## src/u8u16_pkg.sv

```systemverilog
package u8u16_pkg;

    localparam longint unsigned MAX_STRING_BYTES = 64'd1048576;
    localparam int CNT_W = 21;
    localparam longint unsigned CAP21 = 64'h1F_FFFF;
    localparam logic [CNT_W-1:0] SAT_LIMIT =
        CNT_W'((MAX_STRING_BYTES < CAP21) ? MAX_STRING_BYTES : CAP21);

    localparam logic [7:0] LEAD_MIN   = 8'hC2;
    localparam logic [7:0] LEAD_MAX   = 8'hF4;
    localparam logic [7:0] LEAD_3B    = 8'hE0;
    localparam logic [7:0] LEAD_4B    = 8'hF0;
    localparam logic [7:0] ASCII_LIM  = 8'h80;

    localparam logic [13:0] C4_LOW    = 14'h3C90;
    localparam logic [13:0] C4_HIGH   = 14'h3D8F;
    localparam logic [13:0] C3_LOW    = 14'h38A0;
    localparam logic [13:0] SURR_LOW  = 14'h3BE0;
    localparam logic [13:0] SURR_HIGH = 14'h3BFF;

    localparam logic [20:0] SUPP_BASE = 21'h10000;
    localparam logic [15:0] HI_SURR   = 16'hD800;
    localparam logic [15:0] LO_SURR   = 16'hDC00;

    typedef struct packed {
        logic [15:0]      unit;
        logic             is_error;
        logic             done;
        logic             run_last;
        logic [CNT_W-1:0] total;
        logic [CNT_W-1:0] offset;
    } t_result;

    function automatic logic [CNT_W-1:0] sat_inc(input logic [CNT_W-1:0] v);
        return (v >= SAT_LIMIT) ? SAT_LIMIT : v + CNT_W'(1);
    endfunction

endpackage

```

## src/utf8_to_utf16_stream_decoder.sv

```systemverilog
// channel   dir  signals                              contents
// s_axis    in   tvalid/tready/tdata[7:0]/tlast       tdata: byte_in; tlast: end_of_input
// m_axis    out  tvalid/tready/tdata[63:0]/tlast/tuser tlast: string_done; tuser: is_error,
//                                                     run_last; tdata: unit, total, offset
// cfg       in   valid/ready/data[0]                  stop_at_nul, always ready
//
// one byte per cycle sustained while the output is not stalled: input register, one pass of decode logic, result queue
// a byte's first result passes through the input register and then the result queue before it reaches the output
// a surrogate pair leaves as two words in turn from a three-slot result queue
// synchronous active-low reset clears decode state and sets stop_at_nul
// an output stall holds the queue; a byte is decoded only while the queue has room for two
module utf8_to_utf16_stream_decoder (
    input  logic        i_clk,
    input  logic        i_rst_n,
    input  logic        i_s_axis_tvalid,
    output logic        o_s_axis_tready,
    input  logic [7:0]  i_s_axis_tdata,   // [7:0] byte_in
    input  logic        i_s_axis_tlast,
    output logic        o_m_axis_tvalid,
    input  logic        i_m_axis_tready,
    output logic [63:0] o_m_axis_tdata,   // [15:0] unit_out, [36:16] units_total,
                                          // [57:37] error_offset, [63:58] zero
    output logic        o_m_axis_tlast,
    output logic [1:0]  o_m_axis_tuser,   // [0] is_error, [1] run_last
    input  logic        i_cfg_valid,
    output logic        o_cfg_ready,
    input  logic [0:0]  i_cfg_data
);

    localparam int W = u8u16_pkg::CNT_W;

    logic        r_stop;
    logic        r_in_valid;
    logic [7:0]  r_in_byte;
    logic        r_in_last;

    logic [1:0]  r_pending,  n_pending;
    logic [7:0]  r_lead,     n_lead;
    logic [20:0] r_accum,    n_accum;
    logic        r_first,    n_first;
    logic [W-1:0] r_seq,     n_seq;
    logic [W-1:0] r_pos,     n_pos;
    logic [W-1:0] r_ucnt,    n_ucnt;
    logic        r_discard,  n_discard;

    u8u16_pkg::t_result r_q [3];
    u8u16_pkg::t_result n_q [3];
    logic [1:0]  r_qcnt, n_qcnt;

    u8u16_pkg::t_result res0, res1;
    logic [1:0]  nres;
    logic        bad, ends, fire, pop, accept;
    logic [1:0]  qcnt_after;
    logic [13:0] c;
    logic [20:0] acc_new;
    logic [19:0] v;
    logic [W-1:0] cnt1, cnt2;

    assign o_cfg_ready     = 1'b1;
    assign pop             = o_m_axis_tvalid && i_m_axis_tready;
    assign qcnt_after      = r_qcnt - {1'b0, pop};
    assign fire            = r_in_valid && (qcnt_after <= 2'd1);
    assign o_s_axis_tready = !r_in_valid || fire;
    assign accept          = i_s_axis_tvalid && o_s_axis_tready;

    assign o_m_axis_tvalid = (r_qcnt != 2'd0);
    assign o_m_axis_tdata  = {6'd0, r_q[0].offset, r_q[0].total, r_q[0].unit};
    assign o_m_axis_tlast  = r_q[0].done;
    assign o_m_axis_tuser  = {r_q[0].run_last, r_q[0].is_error};

    // decode
    always_comb begin
        n_pending = r_pending;
        n_lead    = r_lead;
        n_accum   = r_accum;
        n_first   = r_first;
        n_seq     = r_seq;
        n_discard = r_discard;
        n_ucnt    = r_ucnt;
        bad       = 1'b0;
        nres      = 2'd0;
        c         = {r_lead, 6'd0} + {6'd0, r_in_byte};
        acc_new   = {r_accum[14:0], r_in_byte[5:0]};
        v         = 20'(acc_new - u8u16_pkg::SUPP_BASE);
        cnt1      = u8u16_pkg::sat_inc(r_ucnt);
        cnt2      = u8u16_pkg::sat_inc(cnt1);
        ends      = r_in_last || (r_stop && r_in_byte == 8'd0);
        n_pos     = u8u16_pkg::sat_inc(r_pos);

        res0          = '0;
        res1          = '0;
        res0.total    = cnt1;
        res1.total    = cnt2;
        res1.run_last = 1'b1;

        if (r_discard) begin
            if (ends) begin
                n_discard = 1'b0;
                n_pending = 2'd0;
                n_lead    = 8'd0;
                n_accum   = 21'd0;
                n_first   = 1'b0;
                n_seq     = '0;
                n_pos     = '0;
                n_ucnt    = '0;
            end
        end else begin
            if (r_pending == 2'd0) begin
                n_seq = r_pos;
                if (r_in_byte < u8u16_pkg::ASCII_LIM) begin
                    nres      = 2'd1;
                    res0.unit = {8'd0, r_in_byte};
                end else if (r_in_byte < u8u16_pkg::LEAD_MIN
                             || r_in_byte > u8u16_pkg::LEAD_MAX) begin
                    bad = 1'b1;
                end else begin
                    n_lead = r_in_byte;
                    if (r_in_byte < u8u16_pkg::LEAD_3B) begin
                        n_pending = 2'd1;
                        n_accum   = {16'd0, r_in_byte[4:0]};
                        n_first   = 1'b0;
                    end else if (r_in_byte < u8u16_pkg::LEAD_4B) begin
                        n_pending = 2'd2;
                        n_accum   = {17'd0, r_in_byte[3:0]};
                        n_first   = 1'b1;
                    end else begin
                        n_pending = 2'd3;
                        n_accum   = {18'd0, r_in_byte[2:0]};
                        n_first   = 1'b1;
                    end
                end
            end else begin
                if (r_in_byte[7:6] != 2'b10) begin
                    bad = 1'b1;
                end else if (r_first) begin
                    if (r_lead >= u8u16_pkg::LEAD_4B) begin
                        bad = !(c >= u8u16_pkg::C4_LOW && c <= u8u16_pkg::C4_HIGH);
                    end else begin
                        bad = !((c >= u8u16_pkg::C3_LOW)
                                && !(c >= u8u16_pkg::SURR_LOW && c <= u8u16_pkg::SURR_HIGH));
                    end
                end
                if (!bad) begin
                    n_accum   = acc_new;
                    n_first   = 1'b0;
                    n_pending = r_pending - 2'd1;
                    if (r_pending == 2'd1) begin
                        if (acc_new >= u8u16_pkg::SUPP_BASE) begin
                            nres      = 2'd2;
                            res0.unit = u8u16_pkg::HI_SURR + {6'd0, v[19:10]};
                            res1.unit = u8u16_pkg::LO_SURR + {6'd0, v[9:0]};
                        end else begin
                            nres      = 2'd1;
                            res0.unit = acc_new[15:0];
                        end
                    end
                end
            end

            if (!bad && ends && n_pending != 2'd0) begin
                bad = 1'b1;
            end

            if (nres == 2'd1) begin
                n_ucnt        = cnt1;
                res0.run_last = 1'b1;
            end else if (nres == 2'd2) begin
                n_ucnt = cnt2;
            end

            if (bad) begin
                nres          = 2'd1;
                res0          = '0;
                res0.is_error = 1'b1;
                res0.done     = 1'b1;
                res0.run_last = 1'b1;
                res0.total    = r_ucnt;
                res0.offset   = n_seq;
                n_discard     = !ends;
                n_pending     = 2'd0;
                n_first       = 1'b0;
            end else if (ends && nres != 2'd0) begin
                res0.done = (nres == 2'd1);
                res1.done = 1'b1;
            end

            if (ends && (bad || nres != 2'd0)) begin
                n_discard = 1'b0;
                n_pending = 2'd0;
                n_lead    = 8'd0;
                n_accum   = 21'd0;
                n_first   = 1'b0;
                n_seq     = '0;
                n_pos     = '0;
                n_ucnt    = '0;
            end
        end
    end

    // result queue, head in slot 0
    always_comb begin
        n_q[0] = pop ? r_q[1] : r_q[0];
        n_q[1] = pop ? r_q[2] : r_q[1];
        n_q[2] = r_q[2];
        n_qcnt = qcnt_after;
        if (fire) begin
            for (int i = 0; i < 3; i++) begin
                if (2'(i) == qcnt_after && nres != 2'd0) begin
                    n_q[i] = res0;
                end
                if (2'(i) == qcnt_after + 2'd1 && nres == 2'd2) begin
                    n_q[i] = res1;
                end
            end
            n_qcnt = qcnt_after + nres;
        end
    end

    always_ff @(posedge i_clk) begin
        if (!i_rst_n) begin
            r_stop     <= 1'b1;
            r_in_valid <= 1'b0;
            r_qcnt     <= 2'd0;
            r_pending  <= 2'd0;
            r_lead     <= 8'd0;
            r_accum    <= 21'd0;
            r_first    <= 1'b0;
            r_seq      <= '0;
            r_pos      <= '0;
            r_ucnt     <= '0;
            r_discard  <= 1'b0;
        end else begin
            if (i_cfg_valid && o_cfg_ready) begin
                r_stop <= i_cfg_data[0];
            end
            if (accept) begin
                r_in_valid <= 1'b1;
            end else if (fire) begin
                r_in_valid <= 1'b0;
            end
            r_qcnt <= n_qcnt;
            if (fire) begin
                r_pending <= n_pending;
                r_lead    <= n_lead;
                r_accum   <= n_accum;
                r_first   <= n_first;
                r_seq     <= n_seq;
                r_pos     <= n_pos;
                r_ucnt    <= n_ucnt;
                r_discard <= n_discard;
            end
        end
    end

    always_ff @(posedge i_clk) begin
        if (accept) begin
            r_in_byte <= i_s_axis_tdata;
            r_in_last <= i_s_axis_tlast;
        end
        r_q <= n_q;
    end

endmodule

```

## config.mk

```make
export PLATFORM = sky130hd
export DESIGN_NAME = utf8_to_utf16_stream_decoder
export DESIGN_NICKNAME = d
export VERILOG_FILES = /design/src/u8u16_pkg.sv /design/src/utf8_to_utf16_stream_decoder.sv
export SDC_FILE = /design/constraint.sdc
export NUM_CORES = 1
export LEC_CHECK = 0
export BUFFER_PORTS_ARGS = -buffer_cell sky130_fd_sc_hd__buf_2
export CORE_MARGIN = 2
export CORE_UTILIZATION = 60
export CTS_CLUSTER_SIZE = 10
export DETAILED_ROUTE_END_ITERATION = 16
export GPL_ROUTABILITY_DRIVEN = 0
export PLACE_DENSITY = 0.81
export SETUP_SLACK_MARGIN = 0.3
export SYNTH_ARGS = -nofsm -noshare
export SYNTH_HDL_FRONTEND = slang
export SYNTH_SLANG_ARGS = --single-unit
```

## constraint.sdc

```tcl
create_clock -name i_clk -period 10.1 [get_ports i_clk]
set_input_delay 1.515 -clock i_clk [delete_from_list [all_inputs] [get_ports i_clk]]
set_output_delay 1.515 -clock i_clk [all_outputs]
set_load 0.05 [all_outputs]
```

; ---- Word-level counts from Yosys, hierarchy flattened
; Cells that the tools add are included.
[totals]
ramBits = 0
in_bits = 15
elab_cells = 225
n_memories = 0
latchBits = 0
out_inout_bits = 70
ff_bits = 286
mem_bits_ro = 0
[op_classes]
n_mul = 0
shifts = 0
n_eq_ne = 18
div_mod_pow = 0
magnitude_cmp = 16
bitwise_logic = 0
add_sub_neg = 11
n_reduce_logical = 46
muxes = 103
[ops]
columns = op, count
row1 = two-way mux 61 bit, 9
row2 = two-way mux 21 bit, 14
row3 = two-way mux 183 bit, 1
row4 = two-way mux 16 bit, 9
row5 = two-way mux 15 bit, 6
row6 = adder 21 x 1 -> 21 bit (second input constant), 3
row7 = greater-or-equal comparator 21 bit (second input constant), 3
row8 = two-way mux 8 bit, 7
row9 = two-way mux 43 bit, 1
row10 = greater-or-equal comparator 14 bit (second input constant), 3
row11 = two-way mux 2 bit, 19
row12 = two-way mux 1 bit, 34
row13 = adder 15 x 11 -> 16 bit (first input constant), 2
row14 = < comparator 8 bit (second input constant), 4
row15 = <= comparator 14 bit (second input constant), 2
row16 = greater-or-equal comparator 21 x 17 -> 1 bit (second input constant), 1
row17 = subtractor 20 x 17 -> 20 bit (second input constant), 1
row18 = logical AND 1 bit, 17
row19 = two-way mux 17 bit, 1
row20 = != test 5 x 3 -> 1 bit (second input constant), 3
row21 = AND reduction 5 bit, 3
row22 = adder 14 x 8 -> 14 bit, 1
row23 = nonzero test 2 bit, 7
row24 = != test 4 x 3 -> 1 bit (second input constant), 3
row25 = 24 further kinds, 40

; ---- Logic depth before layout (Yosys ltp)
; Gate-level depths: netlist of run 1.
[depth]
ltp_word = 26
depth_mapped = 16
depth_no_buf = 14

; ---- Least setup slack after synthesis of run 1
; Ideal clock, no wire load.
[synth_timing]
path_kind = input to register
start = in i_m_axis_tready
end = reg r_q[0] in the netlist's numbering (enable)
path_buffers = 3
setup_time_ps = 483
stages = 13
t_required_ps = 9617
arrival_ps = 6130
path_slack_ps = 3487
cell_sequence = nand2_1 inv_1 clkbuf_1 clkbuf_1 ha_1 xnor2_1 nand2_1 nor2_1 nand2_1 inv_1 o211ai_1 buf_2 nor2_1
[synth_between]
elab_chain_len = 7
word_cells_on_any_way = 11
cone_classes = add/sub: 2 / order compare: 1 / eq/ne: 2 / reduce/logical: 6
[synth_lines]
columns = element, line_no
row1 = start: declaration, utf8_to_utf16_stream_decoder.sv:20  ; input logic i_m_axis_tready,
row2 = logical AND 1 bit *, utf8_to_utf16_stream_decoder.sv:60  ; assign pop = o_m_axis_tvalid && i_m_axis_tready;
row3 = subtractor 2 x 1 -> 2 bit *, utf8_to_utf16_stream_decoder.sv:61  ; assign qcnt_after = r_qcnt - {1'b0, pop};
row4 = adder 2 x 1 -> 2 bit, utf8_to_utf16_stream_decoder.sv:211  ; if (2'(i) == qcnt_after + 2'd1 && nres == 2'd2) begin
row5 = equality test 2 bit, utf8_to_utf16_stream_decoder.sv:211
row6 = logical AND 1 bit, utf8_to_utf16_stream_decoder.sv:211
row7 = nonzero test 2 bit (no line), -
row8 = AND reduction 2 bit (no line) *, -
row9 = end signal: assignment, utf8_to_utf16_stream_decoder.sv:260  ; r_q <= n_q;
row10 = end: declaration, utf8_to_utf16_stream_decoder.sv:46  ; u8u16_pkg::t_result r_q [3];
; Every way passes the cells marked *; elsewhere a longest branch is shown, timed or not.
; A chain may end at the register's enable or synchronous reset.

==> metrics.md, run 1 <==
| Metric | Value |
|---|---|
| Status | `completed` |
| Power per cell area | `approximately 270 nW/µm²` |
| Worst-path maximum fanout | `59` |
| Final slew viol count | `0` |
| Synth Cell Area | `15,260 µm²` |
| H-tree depth | `2` |
| Primary FF master, synth | `dfxtp_1` |
| Period utilization | `56.11%` |
| Static leakage | `between 0.006 and 0.007 µW` |
| Synth Register Bits | `286` |
| Clk slew on worst S/H paths | `approximately 60 ps` |
| Fmax | `176.5 MHz` |
| Post-Syn Instances | `1,602` |
| Area grow syn2layout | `6.959%` |
| Commonest non-fill, non-tap cell in the layout | `dfxtp_1` |
| Unrepaired setup endpoints after global routing | `no` |
| Residual DRC | `0` |
| Wire length of the first global-routing pass | `between 60,000 and 70,000 µm` |
| DRT Wirelength | `39,430 µm` |
| Post-route cell area | `16,330 µm²` |
| Chip Height | `163.5 µm` |
| DRT antenna net count | `0` |
| Iter 0 DRT Violations | `roughly 1,600` |
| CP startpoint kind | `primary input` |
| Worst skew pair latency | `530 ps` |
| Power Internal | `2640 µW` |
| Layout fillers | `slightly below 2,000` |
| Layout net count | `1,600` |
| Worst Max-Slew Pin Slew | `1107 ps` |
| Comb pwr share | `36.8%` |
| Final Setup Violations | `0` |
| Worst Path Required | `10,470 ps` |
| Min cycle time layout | `5667 ps` |
| Max Cap Viol | `0` |
| Distinct cells, synth | `95` |
| Multi-input logic area | `7707 µm²` |
| Total I/O pin count | `85` |
| Tot GR Track Use | `29.36%` |
| Die area | `around 27,000 µm²` |
| ANT cells | `0` |
| Cell row count | `58` |
| Switching Share | `39.96%` |
| Initial antenna violation count | `0` |
| Post-CTS setup buffer count | `0` |
| Rel. slew slack | `26.22%` |
| Clock power frac | `26.0%` |
| Synth warn | `0` |
| Avg Synthesized Cell Area | `about 9.5 µm²` |
| Crit path arrival time | `about 6000 ps` |
| Vias in the first global route | `roughly 12,000` |
| Vias | `12,450` |
| CP endpoint kind | `flop` |
| Area after DPL | `15,290 µm²` |
| CTS tree | `done` |
| Clock sink count | `around 290` |
| Switching power | `1757 µW` |
| Share of cells above drive strength 1 | `a little under an eighth` |
| Bufs on Longest Clock Path | `3` |
| Setup TNS Final | `0 ps` |
| Peak supply drop | `246.0 µV` |
| EDFF count, synth | `70` |
| Worst setup path category | `in2reg` |
| DP HPWL | `26,880 µm` |
| Final hold vios | `0` |
| Most frequent cells in the layout | `dfxtp_1, mux2i_1, nand2_1, nor2_1, buf_2` |
| Reg area | `between 6000 and 7000 µm²` |
| Initial Util | `60.79%` |
| Worst clock skew | `approximately 24 ps` |
| DR vias/cell | `6.471` |
| WL/cell | `around 20 µm` |
| PortBufs | `77` |
| Router iterations before antenna repair | `6` |
| Root Buffer | `clkbuf_16` |
| Die width | `163.5 µm` |
| Core Area | `about 25,000 µm²` |
| Post-synthesis sequential area ratio | `between 40% and 50%` |
| Hold Path Class | `reg2reg` |
| TritonCTS buffer count | `35` |
| CTS Hold Bufs | `0` |
| Gr ovfl total | `0` |
| Largest net degree at the start of global routing | `63` |
| Reg power frac | `37.2%` |
| Post-CTS sizing | `0` |
| Fraction of registers with async set/reset | `0%` |
==> final cells by class <==
type / count / share of cell area [%]
Clock buffer: 55 / 5.947
Clock inverter: 6 / 0.4062
Inverter: 62 / 1.456
Multi-Input combinational cell: 1092 / 47.21
Sequential cell: 286 / 39.36
Tap cell: 330 / 2.529
Timing Repair Buffer: 93 / 3.096
==> power groups by stage <==
stage,Combinational (µW),Sequential [µW],Clock [µW]
6_report,1620,1640,1140
5_1_grt,1720,1660,1200
4_1_cts,1600,1630,1150
3_5_place_dp,1590,1650,0
3_3_place_gp,1540,1640,0
2_1_floorplan,1440,1590,0
==> layer usage <==
layer / share of wire [%] / track usage [%]
met5: 0 / 0
met2: 44 / 44.84
met4: 2.2 / 6.738
met3: 11 / 7.415
met1: 43 / 41.97
==> per-stage QoR <==
| stage | hold WS [ps] | utilization [%] | setup WS [ps] | total power, µW | instances |
|---|---|---|---|---|---|
| global route | 481.5 | 65.02 | 4154 | 4586 | 1924 |
| detailed placement | 453.8 | 60.89 | 3982 | 3239 | 1863 |
| global placement | 451.8 | 60.89 | 4161 | 3179 | 1863 |
| floorplan | 432.9 | - | 3487 | 3030 | 1607 |
| finish | 467.2 | 65.02 | 4433 | 4396 | 1924 |
| CTS | 472.7 | 65.02 | 4521 | 4388 | 1924 |
==> cell usage after synthesis (all sizes together), types with 9 or more instances <==
cell | n | share of area, %
mux2i | 205 | 13
a21oi | 40 | 1.6
or3 | 19 | 0.78
xnor2 | 25 | 1.4
o21ai | 82 | 2.8
edfxtp | 70 | 14
nor2 | 84 | 2.1
o31ai | 13 | 0.82
o21a | 15 | 0.75
ha | 14 | 1.1
a32oi | 11 | 0.63
dfxtp | 216 | 28
clkbuf | 61 | 1.5
buf | 106 | 4.7
a21boi | 9 | 0.44
nor4 | 14 | 0.61
or2 | 9 | 0.39
nor2b | 23 | 0.94
o22ai | 24 | 0.98
nor3 | 31 | 1.2
and3 | 20 | 0.82
o211ai | 11 | 0.57
o221ai | 14 | 0.84
inv | 61 | 1.5
xor2 | 14 | 0.80
nand2b | 28 | 1.1
mux2 | 12 | 0.89
nand2 | 132 | 3.3
and2 | 15 | 0.61
nand3 | 51 | 1.7
a22o | 45 | 2.6
a22oi | 12 | 0.59
nand4 | 14 | 0.66
==> registers in the layout, indices dropped and copies added (netlist names) <==
name and cells:
o_m_axis_tuser 2, r_qcnt 2, r_stop 1, r_pos 21, r_in_valid 1, o_m_axis_tdata 58
r_lead 8, r_accum 15, r_in_last 1, r_first 1, r_in_byte 8, o_m_axis_tlast 1
r_seq 21, r_q 122, r_discard 1, r_pending 2, r_ucnt 21
==> worst max-delay path, stage by stage <==
cell and delay, ps:
buf_2 100, nand2_1 530, inv_6 740, ha_1 340
xnor2_1 170, and2_1 390, nand2_1 250, nor3_1 400
nand2_1 700, nand2_1 250, buf_4 380, o221ai_1 190
==> path summary, 6_finish.rpt <==
| kind | startpoint | endpoint | slack [ps] | cells past startpoint |
|---|---|---|---|---|
| worst max-delay path | i_m_axis_tready | r_q[110] | 4430 | 12 |
| worst min-delay path | r_seq[20] | r_seq[20] | 470 | 1 |
| worst max register to register | r_in_byte[6] | r_q[44] | 4800 | 12 |
| worst min register to register | r_seq[20] | r_seq[20] | 470 | 1 |
==> kinds of logic (layout without fill, tap and decap cells) <==
group	Yosys count	after routing	share of synthesized area, %
fa+ha+maj	15	15	1.279
other cells	2	7	0.04920
buf+inv	229	216	7.688
mux	217	217	14.33
xor+xnor	39	39	2.238
compound gates	347	347	16.59
flops	286	286	42.10
simple gates	467	467	15.73
Power figures use the tool's default switching activity.
==> run 2: changes to the inputs <==
--- a/config.mk
+++ b/config.mk
@@ -5,13 +5,14 @@
 export SDC_FILE = /design/constraint.sdc
 export NUM_CORES = 1
 export LEC_CHECK = 0
+export ABC_AREA = 1
 export BUFFER_PORTS_ARGS = -buffer_cell sky130_fd_sc_hd__buf_2
 export CORE_MARGIN = 2
 export CORE_UTILIZATION = 60
 export CTS_CLUSTER_SIZE = 10
 export DETAILED_ROUTE_END_ITERATION = 16
 export GPL_ROUTABILITY_DRIVEN = 0
-export PLACE_DENSITY = 0.81
+export PLACE_DENSITY = 0.8
 export SETUP_SLACK_MARGIN = 0.3
 export SYNTH_ARGS = -nofsm -noshare
 export SYNTH_HDL_FRONTEND = slang
==> constraint.sdc (replaced) <==
create_clock -name i_clk -period 5.3 [get_ports i_clk]
set_input_delay 0.795 -clock i_clk [delete_from_list [all_inputs] [get_ports i_clk]]
set_output_delay 0.795 -clock i_clk [all_outputs]
set_load 0.05 [all_outputs]
==> run 2 against run 1 <==
Effect of this change: synthesized cell count up 56%; sequential power up 94%; critical path type is now reg2reg; largest power group is now combinational cells; count of clock-buffer cells in the layout down 1; clock power rose by 89%; largest cell class unchanged; flip-flop and latch count did not move.
==> metrics.md, run 2 <==
| Metric | Value |
|---|---|
| Fraction of registers with async set/reset | `0% (unchanged)` |
| Area after DPL | `17,120 µm² (+12%)` |
| Core Area | `27,930 µm² (+11%)` |
| Iter 0 DRT Violations | `2,152 (+36%)` |
| Final slew viol count | `0 (unchanged)` |
| Origin of the worst setup path | `r_in_byte[6]` |
| Avg Synthesized Cell Area | `6.842 µm² (-28%)` |
| Initial antenna violation count | `0 (unchanged)` |
| Post-Syn Instances | `2,501 (+56%)` |
| Min cycle time layout | `approximately 4500 ps` |
| Vias | `16,600 (+33%)` |
| Power Internal | `5687 µW (+120%)` |
| Post-route cell area | `18,130 µm² (+11%)` |
| Primary FF master, synth | `dfxtp_1` |
| Period utilization | `85.49%` |
| Capturing point of the worst reg2reg path | `r_q[34]` |
| H-tree depth | `2 (unchanged)` |
| Synth Cell Area | `17,110 µm² (+12%)` |
| DRT Wirelength | `46,490 µm (+18%)` |
| Post-synthesis sequential area ratio | `37.55% (-4.5 points)` |
| Clock sink count | `286 (unchanged)` |
| Bufs on Longest Clock Path | `3 (unchanged)` |
| Router iterations before antenna repair | `6 (unchanged)` |
| Initial Util | `61.26% (+0.47 points)` |
| Most frequent cells in the layout | `nand2_1, nand3_1, nor2_1, dfxtp_1, inv_1` |
| Cells after DPL | `2,784 (+49%)` |
| Worst setup path category | `reg2reg` |
| Post-Route Utilization | `64.90% (-0.13 points)` |
| DP HPWL | `31,130 µm (+16%)` |
| Mux contribution to synthesized area | `5.147% (-9.2 points)` |
| EDFF count, synth | `70 (unchanged)` |
| Tot GR Track Use | `30.15% (+0.79 points)` |
| Main combinational cell family by area after synthesis | `simple AND/OR/NAND/NOR gates` |
| Peak supply drop | `291.6 µV (+19%)` |
| Area grow syn2layout | `5.937%` |
| Clock power frac | `20.4% (-5.6 points)` |
| WL/cell | `16.36 µm (-20%)` |
| Status | `completed` |
| Hold Path Class | `in2reg` |
| Reg power frac | `30.0% (-7.2 points)` |
| Residual DRC | `0 (unchanged)` |
| CP endpoint kind | `flop` |
| FF-to-FF setup slack | `770 ps (-4030 ps)` |
| FF-to-FF Start | `r_in_byte[6]` |
| Post-Synth Adder-Cell Area | `1.141% (-0.14 points)` |
| Post-synthesis compound-gate area fraction | `11.71% (-4.9 points)` |
| Fmax | `approximately 220 MHz` |
| Crit path arrival time | `4750 ps (-1280 ps)` |
| Synth Area in XOR/XNOR | `0.7165% (-1.5 points)` |
| Distinct cells, synth | `49 (-48%)` |
| CP startpoint kind | `flop` |
| DRT antenna net count | `0 (unchanged)` |
| Static leakage | `0.008779 µW (+39%)` |
| Power per cell area | `585.4 nW/µm² (+120%)` |
| Switching power | `4925 µW (+180%)` |
| Rel. slew slack | `23.19% (-3.0 points)` |
| ANT cells | `0 (unchanged)` |
| Most frequent cell after synthesis | `nand2_1` |
| Die width | `172.9 µm (+5.7%)` |
| Reg with most FFs | `r_q` |
| Commonest non-fill, non-tap cell in the layout | `nand2_1` |
| Comb pwr share | `49.7% (+13 points)` |
| Unrepaired setup endpoints after global routing | `no` |
| Layout net count | `2,473 (+55%)` |
| Post-synth top cells | `nand2_1, nand3_1, nor2_1, dfxtp_1, inv_1` |
| Share of cells above drive strength 1 | `8.036% (-3.9 points)` |
| Final Setup Violations | `0 (unchanged)` |
| Largest area contributor in the netlist | `dfxtp_1` |
| Clk slew on worst S/H paths | `50 ps (about the same)` |
| Largest net degree at the start of global routing | `94 (+49%)` |
| Synth warn | `0 (unchanged)` |
| Worst Max-Slew Pin Slew | `1152 ps (+45.50 ps)` |
| Worst-path maximum fanout | `25 (-58%)` |
| CP Capture Point | `r_q[34]` |
| Worst clock skew | `17.18 ps (-6.598 ps)` |
| Post-synthesis simple-gate area fraction | `32.20% (+16 points)` |
| Chip Height | `172.9 µm (+5.7%)` |
| Final Non-Filler Cells | `2,842 (+48%)` |
| Final hold vios | `0 (unchanged)` |
| Wire length of the first global-routing pass | `75,240 µm (+20%)` |
| Setup TNS Final | `0 ps (unchanged)` |
| Post-CTS sizing | `0 (unchanged)` |
| Worst R2R Path Depth | `22 (+10)` |
| Max reg flops | `122 (unchanged)` |
| Worst skew pair latency | `510 ps (-20 ps)` |
| Vias in the first global route | `14,740 (+26%)` |
| Max Cap Viol | `0 (unchanged)` |
| Total I/O pin count | `85 (unchanged)` |
| Root Buffer | `clkbuf_16` |
| Layout fillers | `2,417 (+23%)` |
| Die area | `29,890 µm² (+12%)` |
| Switching Share | `46.41% (+6.5 points)` |
| DR vias/cell | `5.840 (-9.8%)` |
| CTS tree | `done` |
| Synth top area cells | `dfxtp_1, nand2_1, edfxtp_1` |
| Synth Register Bits | `286 (unchanged)` |
| PortBufs | `77 (unchanged)` |
| Cell row count | `61 (+5.2%)` |
| Worst hold slack | `461.5 ps (-5.690 ps)` |
| CTS Hold Bufs | `0 (unchanged)` |
| Top cell type's share of synthesized area | `25.27% (-3.1 points)` |
| TritonCTS buffer count | `35 (unchanged)` |
| Worst Path Required | `5520 ps (-4950 ps)` |
| Gr ovfl total | `0 (unchanged)` |
| Post-CTS setup buffer count | `0 (unchanged)` |
## run 2: changes by cell type in the layout (fill, tap and decap cells not counted), sizes merged, moves of 28 or more
cell / change
nand2b: -28
inv: +164
nand2: +632
nor2: +142
a22o: -40
mux2i: -117
nand3: +193
o21ai: +112
## run 2: final cells by class
type / instances / area [µm²] / share of cell area, %
Timing Repair Buffer: 104 / 613.1 / 3.382
Sequential cell: 286 / 6426 / 35.45
Multi-Input combinational cell: 1789 / 8757 / 48.31
Tap cell: 378 / 473.0 / 2.609
Clock buffer: 54 / 968.4 / 5.342
Inverter: 227 / 852.1 / 4.700
Clock inverter: 4 / 38.79 / 0.2140
## run 2: power groups by stage
stage          Clock, µW  Sequential (µW)  Combinational (µW)
2_1_floorplan          0             3090                4420
3_3_place_gp           0             3190                4980
3_5_place_dp           0             3210                5170
4_1_cts             2180             3170                5200
5_1_grt             2270             3230                5800
6_report            2160             3180                5270
## run 2: cells by family after synthesis
| logic type | after synthesis |
|---|---|
| buffers and inverters | 431 |
| adder cells (fa/ha/maj) | 15 |
| other | 2 |
| XOR/XNOR | 14 |
| multiplexers | 88 |
| flip-flops | 286 |
| AND/OR/NAND/NOR | 1306 |
| AO/OA/AOI/OAI | 359 |
## run 2: worst min-delay path by stage
stage	startpoint	to	slack, ps	cells after the start
6_report	i_s_axis_tdata[3]	r_in_byte[3]	460	1
5_1_grt	i_s_axis_tdata[6]	r_in_byte[6]	450	1
3_3_place_gp	r_seq[18]	r_seq[18]	450	2
3_5_place_dp	r_seq[0]	r_seq[0]	460	2
2_1_floorplan	r_pending[1]	r_pending[1]	450	2
4_1_cts	i_s_axis_tdata[3]	r_in_byte[3]	450	1
## run 2: stage by stage
stage          total power, µW  setup slack (ps)
2_1_floorplan             7512              1209
3_3_place_gp              8166              1065
3_5_place_dp              8374             847.7
4_1_cts                  10550             817.0
5_1_grt                  11300             381.9
6_report                 10610             768.9
## run 2: per-layer routing
| metal | global-route usage [%] | part of all wire (%) |
|---|---|---|
| met2 | 44.47 | 43 |
| met3 | 6.135 | 11 |
| met5 | 0 | 0 |
| met4 | 8.510 | 2.2 |
| met1 | 44.62 | 44 |
## run 2: worst max-delay path: stages (launching register included)
cell and delay [ps]:
edfxtp_1 480, ha_1 290, fa_1 460, nand2_1 110, inv_1 50, nor2_2 120
nand3_1 100, nand3_1 110, nand2_1 50, nand2_1 50, nand2_1 40, nand2_1 80
nand2_2 90, nand2_2 120, nand3_1 90, nand3_1 130, nand4_1 150, nand2_1 550
nand2_1 150, inv_2 190, nand2_1 90, inv_1 570, o21ai_0 190
